===== src/sv/sspc_pkg.sv =====
// Shared types, constants and helpers for the Stanley steer / PI speed control block.
package sspc_pkg;

	localparam int FracBits = 16;
	localparam int AngBits = 24;
	localparam int CfgW = 23;
	localparam int CordicSteps = 24;
	localparam logic [23:0] DtQ24 = 24'd167772;
	localparam logic [24:0] SteerScaleQ24 = 25'd19617626;
	localparam logic signed [27:0] HalfPiQ24 = 28'sd26353589;

	localparam logic [2:0] RegTargetSpeed = 3'd0;
	localparam logic [2:0] RegPropGain = 3'd1;
	localparam logic [2:0] RegIntGain = 3'd2;
	localparam logic [2:0] RegIntegralLimit = 3'd3;
	localparam logic [2:0] RegStanleyGain = 3'd4;
	localparam logic [2:0] RegWheelbase = 3'd5;
	localparam logic [2:0] RegYawGain = 3'd6;
	localparam logic [2:0] RegCurvGain = 3'd7;

	localparam logic OpSpeed = 1'b0;
	localparam logic OpPath = 1'b1;

	typedef struct packed {
		logic operation;
		logic signed [31:0] speed;
		logic signed [31:0] cross_track_error;
		logic signed [31:0] heading_error;
		logic signed [31:0] path_curvature;
	} in_item_t;

	typedef struct packed {
		logic [16:0] throttle;
		logic [16:0] brake;
		logic signed [17:0] steer;
	} out_item_t;

	typedef struct packed {
		logic [2:0] index;
		logic [31:0] data;
	} cfg_item_t;

	// serial multiplier request/response
	typedef struct packed {
		logic start;
		logic signed [63:0] a;
		logic [31:0] b;
	} mul_req_t;

	typedef struct packed {
		logic done;
		logic signed [95:0] p;
	} mul_rsp_t;

	typedef struct packed {
		logic start;
		logic signed [63:0] y;
		logic signed [63:0] x;
	} atan_req_t;

	typedef struct packed {
		logic done;
		logic signed [27:0] z;
	} atan_rsp_t;

	function automatic logic signed [27:0] atan_entry(input logic [4:0] i);
		logic signed [27:0] r;
		begin
			unique case (i)
				5'd0: r = 28'sd13176795;
				5'd1: r = 28'sd7778716;
				5'd2: r = 28'sd4110060;
				5'd3: r = 28'sd2086331;
				5'd4: r = 28'sd1047214;
				5'd5: r = 28'sd524117;
				5'd6: r = 28'sd262123;
				5'd7: r = 28'sd131069;
				default: r = 28'sd1 <<< (5'd24 - i);
			endcase
			return r;
		end
	endfunction

endpackage


===== src/sv/sspc_mul.sv =====
// Bit-serial signed-by-unsigned multiplier, one multiplier bit per cycle.
module sspc_mul import sspc_pkg::*; (
	input  logic     clk,
	input  logic     arst_n,
	input  mul_req_t req,
	output mul_rsp_t rsp
);
	logic signed [95:0] acc_q;
	logic signed [95:0] mcand_q;
	logic [31:0] mplier_q;
	logic [5:0] cnt_q;
	logic busy_q;
	logic done_q;

	always_ff @(posedge clk or negedge arst_n) begin
		if (!arst_n) begin
			busy_q <= 1'b0;
			done_q <= 1'b0;
			cnt_q <= '0;
		end else begin
			done_q <= 1'b0;
			if (req.start) begin
				busy_q <= 1'b1;
				cnt_q <= 6'd0;
			end else if (busy_q) begin
				cnt_q <= cnt_q + 6'd1;
				if (cnt_q == 6'd31) begin
					busy_q <= 1'b0;
					done_q <= 1'b1;
				end
			end
		end
	end

	always_ff @(posedge clk) begin
		if (req.start) begin
			acc_q <= '0;
			mcand_q <= 96'(req.a);
			mplier_q <= req.b;
		end else if (busy_q) begin
			if (mplier_q[0]) acc_q <= acc_q + mcand_q;
			mcand_q <= mcand_q <<< 1;
			mplier_q <= mplier_q >> 1;
		end
	end

	assign rsp.done = done_q;
	assign rsp.p = acc_q;

	no_done_while_busy: assert property (@(posedge clk) disable iff (!arst_n)
		busy_q |-> !done_q) else $error("multiplier done while busy");
	done_after_busy: assert property (@(posedge clk) disable iff (!arst_n)
		done_q |-> $past(busy_q)) else $error("multiplier done without run");
endmodule


===== config.mk =====
export PLATFORM = sky130hd
export DESIGN_NAME = sspc_mul
export DESIGN_NICKNAME = d
export VERILOG_FILES = /design/src/sv/sspc_pkg.sv /design/src/sv/sspc_mul.sv
export SDC_FILE = /design/constraint.sdc
export NUM_CORES = 1
export LEC_CHECK = 0
export BUFFER_PORTS_ARGS = -buffer_cell sky130_fd_sc_hd__buf_2
export CORE_AREA = 10 10 234 236
export CTS_CLUSTER_SIZE = 24
export DETAILED_ROUTE_END_ITERATION = 10
export DIE_AREA = 0 0 244 246
export PLACE_DENSITY = 0.56
export SLEW_MARGIN = 0
export SYNTH_ARGS = -nofsm -noshare
export SYNTH_HDL_FRONTEND = slang
export SYNTH_SLANG_ARGS = --single-unit

===== constraint.sdc =====
create_clock -name clk -period 3.5 [get_ports clk]
set_clock_uncertainty 0.2 [all_clocks]
set_input_delay 0.35 -clock clk [delete_from_list [all_inputs] [get_ports clk]]
set_output_delay 0.35 -clock clk [all_outputs]
set_load 0.02 [all_outputs]

==> qor.txt, run 1 <==
RUN STATUS
--------------------------------------------------------------------------------------
Result of the run ....................................................... complete, no violations

CRITICAL PATH
--------------------------------------------------------------------------------------
Depth of the worst register-to-register path ............................           14
Critical Path Sink Type .................................................    flip-flop
Data required time of the worst path ....................................      3.78 ns
Crit path kind ..........................................................      reg2reg
Critical path arrival ...................................................      3.76 ns
Maximum fanout along the worst path .....................................            3
CP Launch Type ..........................................................    flip-flop

GLOBAL ROUTING
--------------------------------------------------------------------------------------
Via count of the first global-routing pass ..............................        13900
Antenna violations before repair ........................................            2
Global-route wire length before repair ..................................      76.4 mm
Overall overflow remaining after global route ...........................            0
Combined global-route utilization of all metal layers ...................        15.6%
Maximum number of pins on one net before global-route repair ............           78

YOSYS
--------------------------------------------------------------------------------------
Warning count from the yosys run ........................................            0
Mean instance size in the synthesized netlist ...........................     9.15 µm²
Fraction of the yosys area taken by sequential cells ....................        40.2%
Flop and latch count out of synthesis ...................................          232
Post-synth top cells .................................................... sky130_fd_sc_hd__nand2_1 (234), sky130_fd_sc_hd__a21oi_1 (176), sky130_fd_sc_hd__edfxtp_1 (128), sky130_fd_sc_hd__o21ai_0 (106)
Net count after synthesis ...............................................         1817
Async set or reset register ratio after synthesis .......................        3.45%
Top FF cell, synth ...................................................... sky130_fd_sc_hd__edfxtp_1
Netlist area before placement ...........................................   0.0148 mm²
Synth Instances .........................................................         1621
Largest cells by area after synthesis ................................... sky130_fd_sc_hd__edfxtp_1 (26%), sky130_fd_sc_hd__dfxtp_1 (13%), sky130_fd_sc_hd__ha_1 (8.1%), sky130_fd_sc_hd__mux2_2 (7.1%), sky130_fd_sc_hd__a21oi_1 (5.9%)
Number of flops mapped to enable cells by yosys .........................          128
Fraction of synthesized cell area taken by the top area cell type .......        25.9%
Cell with the most instances after synthesis ............................ sky130_fd_sc_hd__nand2_1
Library cell occupying the most area in the post-synthesis netlist ...... sky130_fd_sc_hd__edfxtp_1
Number of distinct standard cells referenced by the synthesized netlist .           80

CLOCK TREE
--------------------------------------------------------------------------------------
Number of CTS-inserted buffers ..........................................           31
CTS tree ................................................................         done
Maximum level of the CTS H-tree .........................................            1
Worst-Skew Late Latency .................................................      0.59 ns
Clock Sink Count ........................................................          232
Largest buffer count on any clock path ..................................            3
Clock-pin slew on the worst setup and hold paths ........................      0.06 ns
CTS Root Buffer Type .................................................... sky130_fd_sc_hd__clkbuf_16

ROUTING
--------------------------------------------------------------------------------------
Remaining number of nets flagged by the antenna check after routing .....            0
Count of vias placed by the detailed router .............................        13600
Drt pass-1 iters ........................................................            5
DRC violation count after routing .......................................            0
Post-DR wirelength/cell .................................................      18.1 µm
Starting DRT DRC Count ..................................................          774
Post-DR vias/cell .......................................................         4.99
Routed wire length ......................................................      49.2 mm

POWER AND IR DROP
--------------------------------------------------------------------------------------
Cell internal power dissipation .........................................      8.03 mW
Net switching power .....................................................      5.04 mW
Peak supply drop ........................................................   0.000406 V
Ratio of total power to cell area .......................................   644 mW/mm²
Net switching fraction of the power .....................................        38.6%
Part of the power in combinational logic ................................        46.6%
Leakage power summed over all cells .....................................      8.85 nW
Sequential cell fraction of total power .................................        28.7%
Share of power burned in the clock network ..............................        24.7%

PLACEMENT
--------------------------------------------------------------------------------------
Final estimated routing congestion in global placement ..................        0.883
Port Buf Inserts ........................................................          195
Post-detail-place hpwl ..................................................      36.5 mm
Worst setup timing slack at the placement stage .........................    -0.407 ns

DIE
--------------------------------------------------------------------------------------
Core Region .............................................................   0.0499 mm²
Starting utilization of the core area ...................................        29.8%
Chip Width ..............................................................       244 µm
Floorplan row count .....................................................           82
Die extent in y .........................................................       246 µm
Overall die area ........................................................   0.0600 mm²
I/O pin total ...........................................................          196

LAYOUT
--------------------------------------------------------------------------------------
Final cell utilization of the core ......................................        40.7%
Total Nets Final ........................................................         2223
Layout overhead on the synthesized area .................................        36.7%
Share of final-layout standard cells stronger than drive strength 1 .....        30.4%

STA
--------------------------------------------------------------------------------------
Final hold violation count ..............................................            0
Achievable Freq .........................................................    0.287 GHz
Tcrit/Tclk final ........................................................        99.5%
Worst Max-Slew Pin Slew .................................................     0.805 ns
Tmin final ..............................................................      3.48 ns
Worst max-slew margin expressed relative to the limit ...................        46.1%
RSZ-0062 raised after global routing ....................................         true
Final setup TNS .........................................................         0 ns
Final Max Tran Viols ....................................................            0
Final setup margin ......................................................    0.0192 ns
Total setup violations reported at the end of the flow ..................            0

MIN PATH
--------------------------------------------------------------------------------------
Classification of the worst-slack hold path .............................     in2async

FLOW RUN
--------------------------------------------------------------------------------------
Max-cap violations ......................................................            0

critical path: stages, from the launching register on:
cell                       delay, ns
sky130_fd_sc_hd__edfxtp_1       0.44
sky130_fd_sc_hd__ha_4           0.30
sky130_fd_sc_hd__buf_4          0.09
sky130_fd_sc_hd__nand4_1        0.13
sky130_fd_sc_hd__or3_4          0.43
sky130_fd_sc_hd__or4_4          0.44
sky130_fd_sc_hd__a21oi_4        0.20
sky130_fd_sc_hd__buf_6          0.13
sky130_fd_sc_hd__o21ai_2        0.06
sky130_fd_sc_hd__a21boi_2       0.24
sky130_fd_sc_hd__buf_4          0.16
sky130_fd_sc_hd__o21ai_2        0.06
sky130_fd_sc_hd__a21oi_2        0.16
sky130_fd_sc_hd__o21ai_1        0.08
sky130_fd_sc_hd__a32o_1         0.26
cell type report:
cell class | count | area, µm²
Antenna cell | 1 | 2.50
Clock buffer | 43 | 851
Clock inverter | 15 | 179
Fill cell | 4979 | 29600
Inverter | 60 | 229
Multi-Input combinational cell | 1229 | 8850
Sequential cell | 232 | 5970
Tap cell | 672 | 841
Timing Repair Buffer | 473 | 3360
kinds of logic after synthesis:
family | synth area share (%)
buffers and inverters | 4.21
AOI/OAI and AO/OA | 21.5
muxes | 7.27
and+or+nand+nor | 13.3
adders and majority gates | 8.23
DFF | 40.2
xor gates and xnor gates | 5.25
cell usage in the layout (no fill, tap or decap), types with 69 or more instances in the layout:
cell type,synthesis,final
sky130_fd_sc_hd__dlygate4sd3_1,0,96
sky130_fd_sc_hd__nor2_1,76,73
sky130_fd_sc_hd__a21o_1,69,69
sky130_fd_sc_hd__mux2_2,94,94
sky130_fd_sc_hd__dfxtp_1,96,96
sky130_fd_sc_hd__nand2_1,234,230
sky130_fd_sc_hd__edfxtp_1,128,128
sky130_fd_sc_hd__o21ai_0,106,94
sky130_fd_sc_hd__buf_2,12,194
sky130_fd_sc_hd__ha_1,96,75
sky130_fd_sc_hd__buf_4,2,175
sky130_fd_sc_hd__a21oi_1,176,167
state kept, by name, indices dropped and copies added (netlist names):
signal	cells
acc_q	96
cnt_q	6
mcand_q	96
mplier_q	32
done_q	1
busy_q	1
per-layer routing:
metal	up-vias	track usage (%)	part of all wire [%]
met5	-	0	0
met4	0	4.11	2.1
met3	66	2.49	4.8
met2	285	26.8	48
met1	6556	19.9	45
li1	6700	-	-
timing repair:
action / in CTS / in global routing
hold buffers: 96 / 0
setup buffers: 1 / 23
pin swaps: 7 / 28
endpoints found under the setup margin: 35 / 43
hold endpoints to repair: 103 / 0
gates resized for setup: 22 / 90
power by group through the flow:
stage	Clock (mW)	Combinational [mW]	Sequential [mW]
floorplan	0	3.23	4.01
global placement	0	5.55	3.75
detailed placement	0	5.57	3.77
CTS	3.32	5.77	3.73
global route	3.43	6.67	3.80
finish	3.23	6.09	3.75
stage by stage:
| stage | cell area, µm² | instances | total power [mW] | hold WS [ns] |
|---|---|---|---|---|
| after floorplan | 14800 | 1621 | 7.23 | -0.146 |
| after global placement | 17500 | 2547 | 9.30 | 0.00121 |
| after detailed placement | 17500 | 2547 | 9.34 | 0.00871 |
| after CTS | 19600 | 2702 | 12.8 | 0.000949 |
| after global routing | 20300 | 2725 | 13.9 | 0.0282 |
| final | 20300 | 2725 | 13.1 | 0.0142 |
path summary, 6_finish.rpt:
| path | start | to | slack, ns |
|---|---|---|---|
| max | mcand_q[38]$_DFFE_PP_ | acc_q[71]$_SDFFE_PP0P_ | 0.02 |
| min | arst_n | cnt_q[2]$_DFFE_PN0P_ | 0.01 |
| min in group clk | req[96] | acc_q[95]$_SDFFE_PP0P_ | 0.10 |
| max in group asynchronous | arst_n | cnt_q[0]$_DFFE_PN0P_ | 2.90 |
| min reg2reg | acc_q[70]$_SDFFE_PP0P_ | acc_q[70]$_SDFFE_PP0P_ | 0.27 |
| max reg2reg | mcand_q[38]$_DFFE_PP_ | acc_q[71]$_SDFFE_PP0P_ | 0.02 |
(Power assumes the default switching activity.)
==> run 2, diff against run 1 <==
Settings changed: CORE_AREA 10 10 234 236 to 10 10 204 206, DIE_AREA 0 0 244 246 to 0 0 214 216, PLACE_DENSITY 0.56 to 0.69.
==> qor.txt, run 2 (synthesized netlist as in run 1, its figures left out) <==
CRITICAL PATH
----------------------------------------------------------------------------------
Maximum fanout along the worst path .................................            2   -1
Worst path buffer plus inverter count ...............................            3   unchanged
Crit path kind ......................................................      reg2reg
Chain of cells forming the critical path ............................ ha_4 > nand4_1 > or4_1 > o211a_1 > nor3_2 > buf_4 > o311ai_4 > buf_6 > a21oi_4 > o21ai_2 > buf_4 > o21ai_2 > xnor2_1 > o21ai_1
Slowest Stage Delay on Critical Path ................................      0.55 ns   +0.11 ns
Top Family by Delay on Critical Path ................................ simple AND/OR/NAND/NOR gates
Minimum setup slack among reg-to-reg paths ..........................      0.08 ns   +0.06 ns
CP Launch Type ......................................................    flip-flop
Critical Path Sink Type .............................................    flip-flop
Data required time of the worst path ................................      3.76 ns   -0.02 ns
Critical path arrival ...............................................      3.69 ns   -0.07 ns
Launch instance of the worst register-to-register path .............. mcand_q[12]$_DFFE_PP_
Setup crit start .................................................... mcand_q[12]$_DFFE_PP_
Master of the slowest instance on the critical path ................. sky130_fd_sc_hd__or4_1

STA
----------------------------------------------------------------------------------
RSZ-0062 raised after global routing ................................         true
Final setup margin ..................................................    0.0756 ns   +0.0565 ns
Tmin final ..........................................................      3.42 ns   -0.0565 ns
Total setup violations reported at the end of the flow ..............            0   unchanged
Worst max-slew margin expressed relative to the limit ...............        35.6%   -11 points
Worst Max-Slew Pin Slew .............................................     0.965 ns   +0.160 ns
Achievable Freq .....................................................    0.292 GHz   +1.6%
Final hold violation count ..........................................            0   unchanged
Tcrit/Tclk final ....................................................        97.8%   -1.6 points
Final Max Tran Viols ................................................            0   unchanged
Final setup TNS .....................................................         0 ns   unchanged

POWER AND IR DROP
----------------------------------------------------------------------------------
Net switching power .................................................      4.90 mW   -2.7%
Peak supply drop ....................................................   0.000463 V   +14%
Part of the power in combinational logic ............................        46.6%   about the same
Leakage power summed over all cells .................................      8.71 nW   -1.5%
Ratio of total power to cell area ...................................   638 mW/mm²   -0.99%
Share of power burned in the clock network ..........................        23.7%   -1.0 points
Sequential cell fraction of total power .............................        29.7%   +1.0 points
Final Power .........................................................      12.6 mW   -3.4%
Net switching fraction of the power .................................        38.8%   +0.29 points
Cell internal power dissipation .....................................      7.72 mW   -3.9%

LAYOUT
----------------------------------------------------------------------------------
Layout overhead on the synthesized area .............................        33.4%
Fillers .............................................................         3376   -32%
Share of final-layout standard cells stronger than drive strength 1 .        29.6%   -0.81 points
Largest regs ........................................................ acc_q (96), mcand_q (96), mplier_q (32)
Most frequent cells in the layout ................................... sky130_fd_sc_hd__nand2_1 (230), sky130_fd_sc_hd__buf_2 (194), sky130_fd_sc_hd__a21oi_1 (169)
Register area .......................................................  0.00597 mm²   unchanged
Commonest non-fill, non-tap cell in the layout ...................... sky130_fd_sc_hd__nand2_1
Total Nets Final ....................................................         2211   -0.54%
Number of antenna repair diodes .....................................            0   -1
Multi-input gate area ...............................................  0.00873 mm²   -1.4%

CLOCK TREE
----------------------------------------------------------------------------------
Largest buffer count on any clock path ..............................            3   unchanged
Worst-Skew Late Latency .............................................      0.58 ns   about the same
CTS tree ............................................................         done
Number of CTS-inserted buffers ......................................           28   -9.7%
Clock-pin slew on the worst setup and hold paths ....................      0.06 ns   about the same
CTS Root Buffer Type ................................................ sky130_fd_sc_hd__clkbuf_16
Maximum level of the CTS H-tree .....................................            1   unchanged
Clock Sink Count ....................................................          232   unchanged

ROUTING
----------------------------------------------------------------------------------
Post-DR wirelength/cell .............................................      18.5 µm   +2.2%
Routed wire length ..................................................      47.0 mm   -4.4%
DRC violation count after routing ...................................            0   unchanged
Count of vias placed by the detailed router .........................        13600   -0.18%
Remaining number of nets flagged by the antenna check after routing .            0   unchanged
Drt pass-1 iters ....................................................            7   +2
Starting DRT DRC Count ..............................................          794   +2.6%
Post-DR vias/cell ...................................................         5.33   +6.8%

GLOBAL ROUTING
----------------------------------------------------------------------------------
Global-route wire length before repair ..............................      74.5 mm   -2.5%
Via count of the first global-routing pass ..........................        13800   -0.63%
Combined global-route utilization of all metal layers ...............        19.4%   +3.8 points
Overall overflow remaining after global route .......................            0   unchanged
Maximum number of pins on one net before global-route repair ........           98   +26%
Antenna violations before repair ....................................            0   -2

DIE
----------------------------------------------------------------------------------
Chip Width ..........................................................       214 µm   -12%
I/O pin total .......................................................          196   unchanged
Starting utilization of the core area ...............................        39.7%   +9.9 points
Floorplan row count .................................................           71   -13%
Overall die area ....................................................   0.0462 mm²   -23%
Die extent in y .....................................................       216 µm   -12%
Core Region .........................................................   0.0374 mm²   -25%

PLACEMENT
----------------------------------------------------------------------------------
Worst setup timing slack at the placement stage .....................    -0.181 ns   +0.226 ns
Port Buf Inserts ....................................................          195   unchanged
Post-detail-place hpwl ..............................................      34.1 mm   -6.5%
Final estimated routing congestion in global placement ..............        0.941   +6.5%

FLOW RUN
----------------------------------------------------------------------------------
Max-cap violations ..................................................            0   unchanged

RUN STATUS
----------------------------------------------------------------------------------
Result of the run ................................................... complete, no violations

MIN PATH
----------------------------------------------------------------------------------
Classification of the worst-slack hold path .........................     in2async

## run 2: per-layer routing
layer	vias to the layer above	part of all wire (%)	GRT usage (%)
li1	6693	-	-
met1	6444	45	25.4
met2	375	47	32.8
met3	71	4.8	2.77
met4	0	2.4	5.45
met5	-	0	0
## run 2: path summary, 6_finish.rpt
kind	endpoint	cells after the start
worst max-delay path	acc_q[85]$_SDFFE_PP0P_	14
worst min-delay path	cnt_q[5]$_DFFE_PN0P_	2
worst max register to register	acc_q[85]$_SDFFE_PP0P_	14
worst min register to register	acc_q[5]$_SDFFE_PP0P_	2
max in group asynchronous	cnt_q[3]$_DFFE_PN0P_	2
min in group clk	acc_q[63]$_SDFFE_PP0P_	2
## run 2: power groups by stage
stage	clock network [mW]	logic, mW	registers [mW]
6_report	3.00	5.88	3.74
5_1_grt	3.16	6.44	3.80
4_1_cts	3.05	5.54	3.71
3_5_place_dp	0	5.36	3.77
3_3_place_gp	0	5.30	3.75
2_1_floorplan	0	3.23	4.01
## run 2: repair_timing
action	4_1_cts	5_1_grt
hold buffers	96	0
endpoints found under the hold margin	103	0
cloned	0	0
endpoints found under the setup margin	27	42
setup buffers	12	23
gates resized for setup	11	82
pin swaps	6	35
## run 2: area by class of cell
cell class	instances	share of cell area, %
well taps	511	3.23
inverters	60	1.16
multi-input cells	1229	44.1
repair buffers	464	16.6
flip-flops and latches	232	30.2
clock inverters	11	0.626
clock buffers	41	4.14
## run 2: per-stage QoR
step / cell area (µm²) / std cells / util, % / hold WS [ns]
floorplan: 14800 / 1621 / - / -0.146
global placement: 17100 / 2365 / 45.8 / 0.00129
detailed placement: 17100 / 2365 / 45.8 / 0.00545
CTS: 19200 / 2525 / 51.3 / 0.0102
global route: 19800 / 2548 / 52.9 / 0.0169
finish: 19800 / 2548 / 52.9 / 0.0145
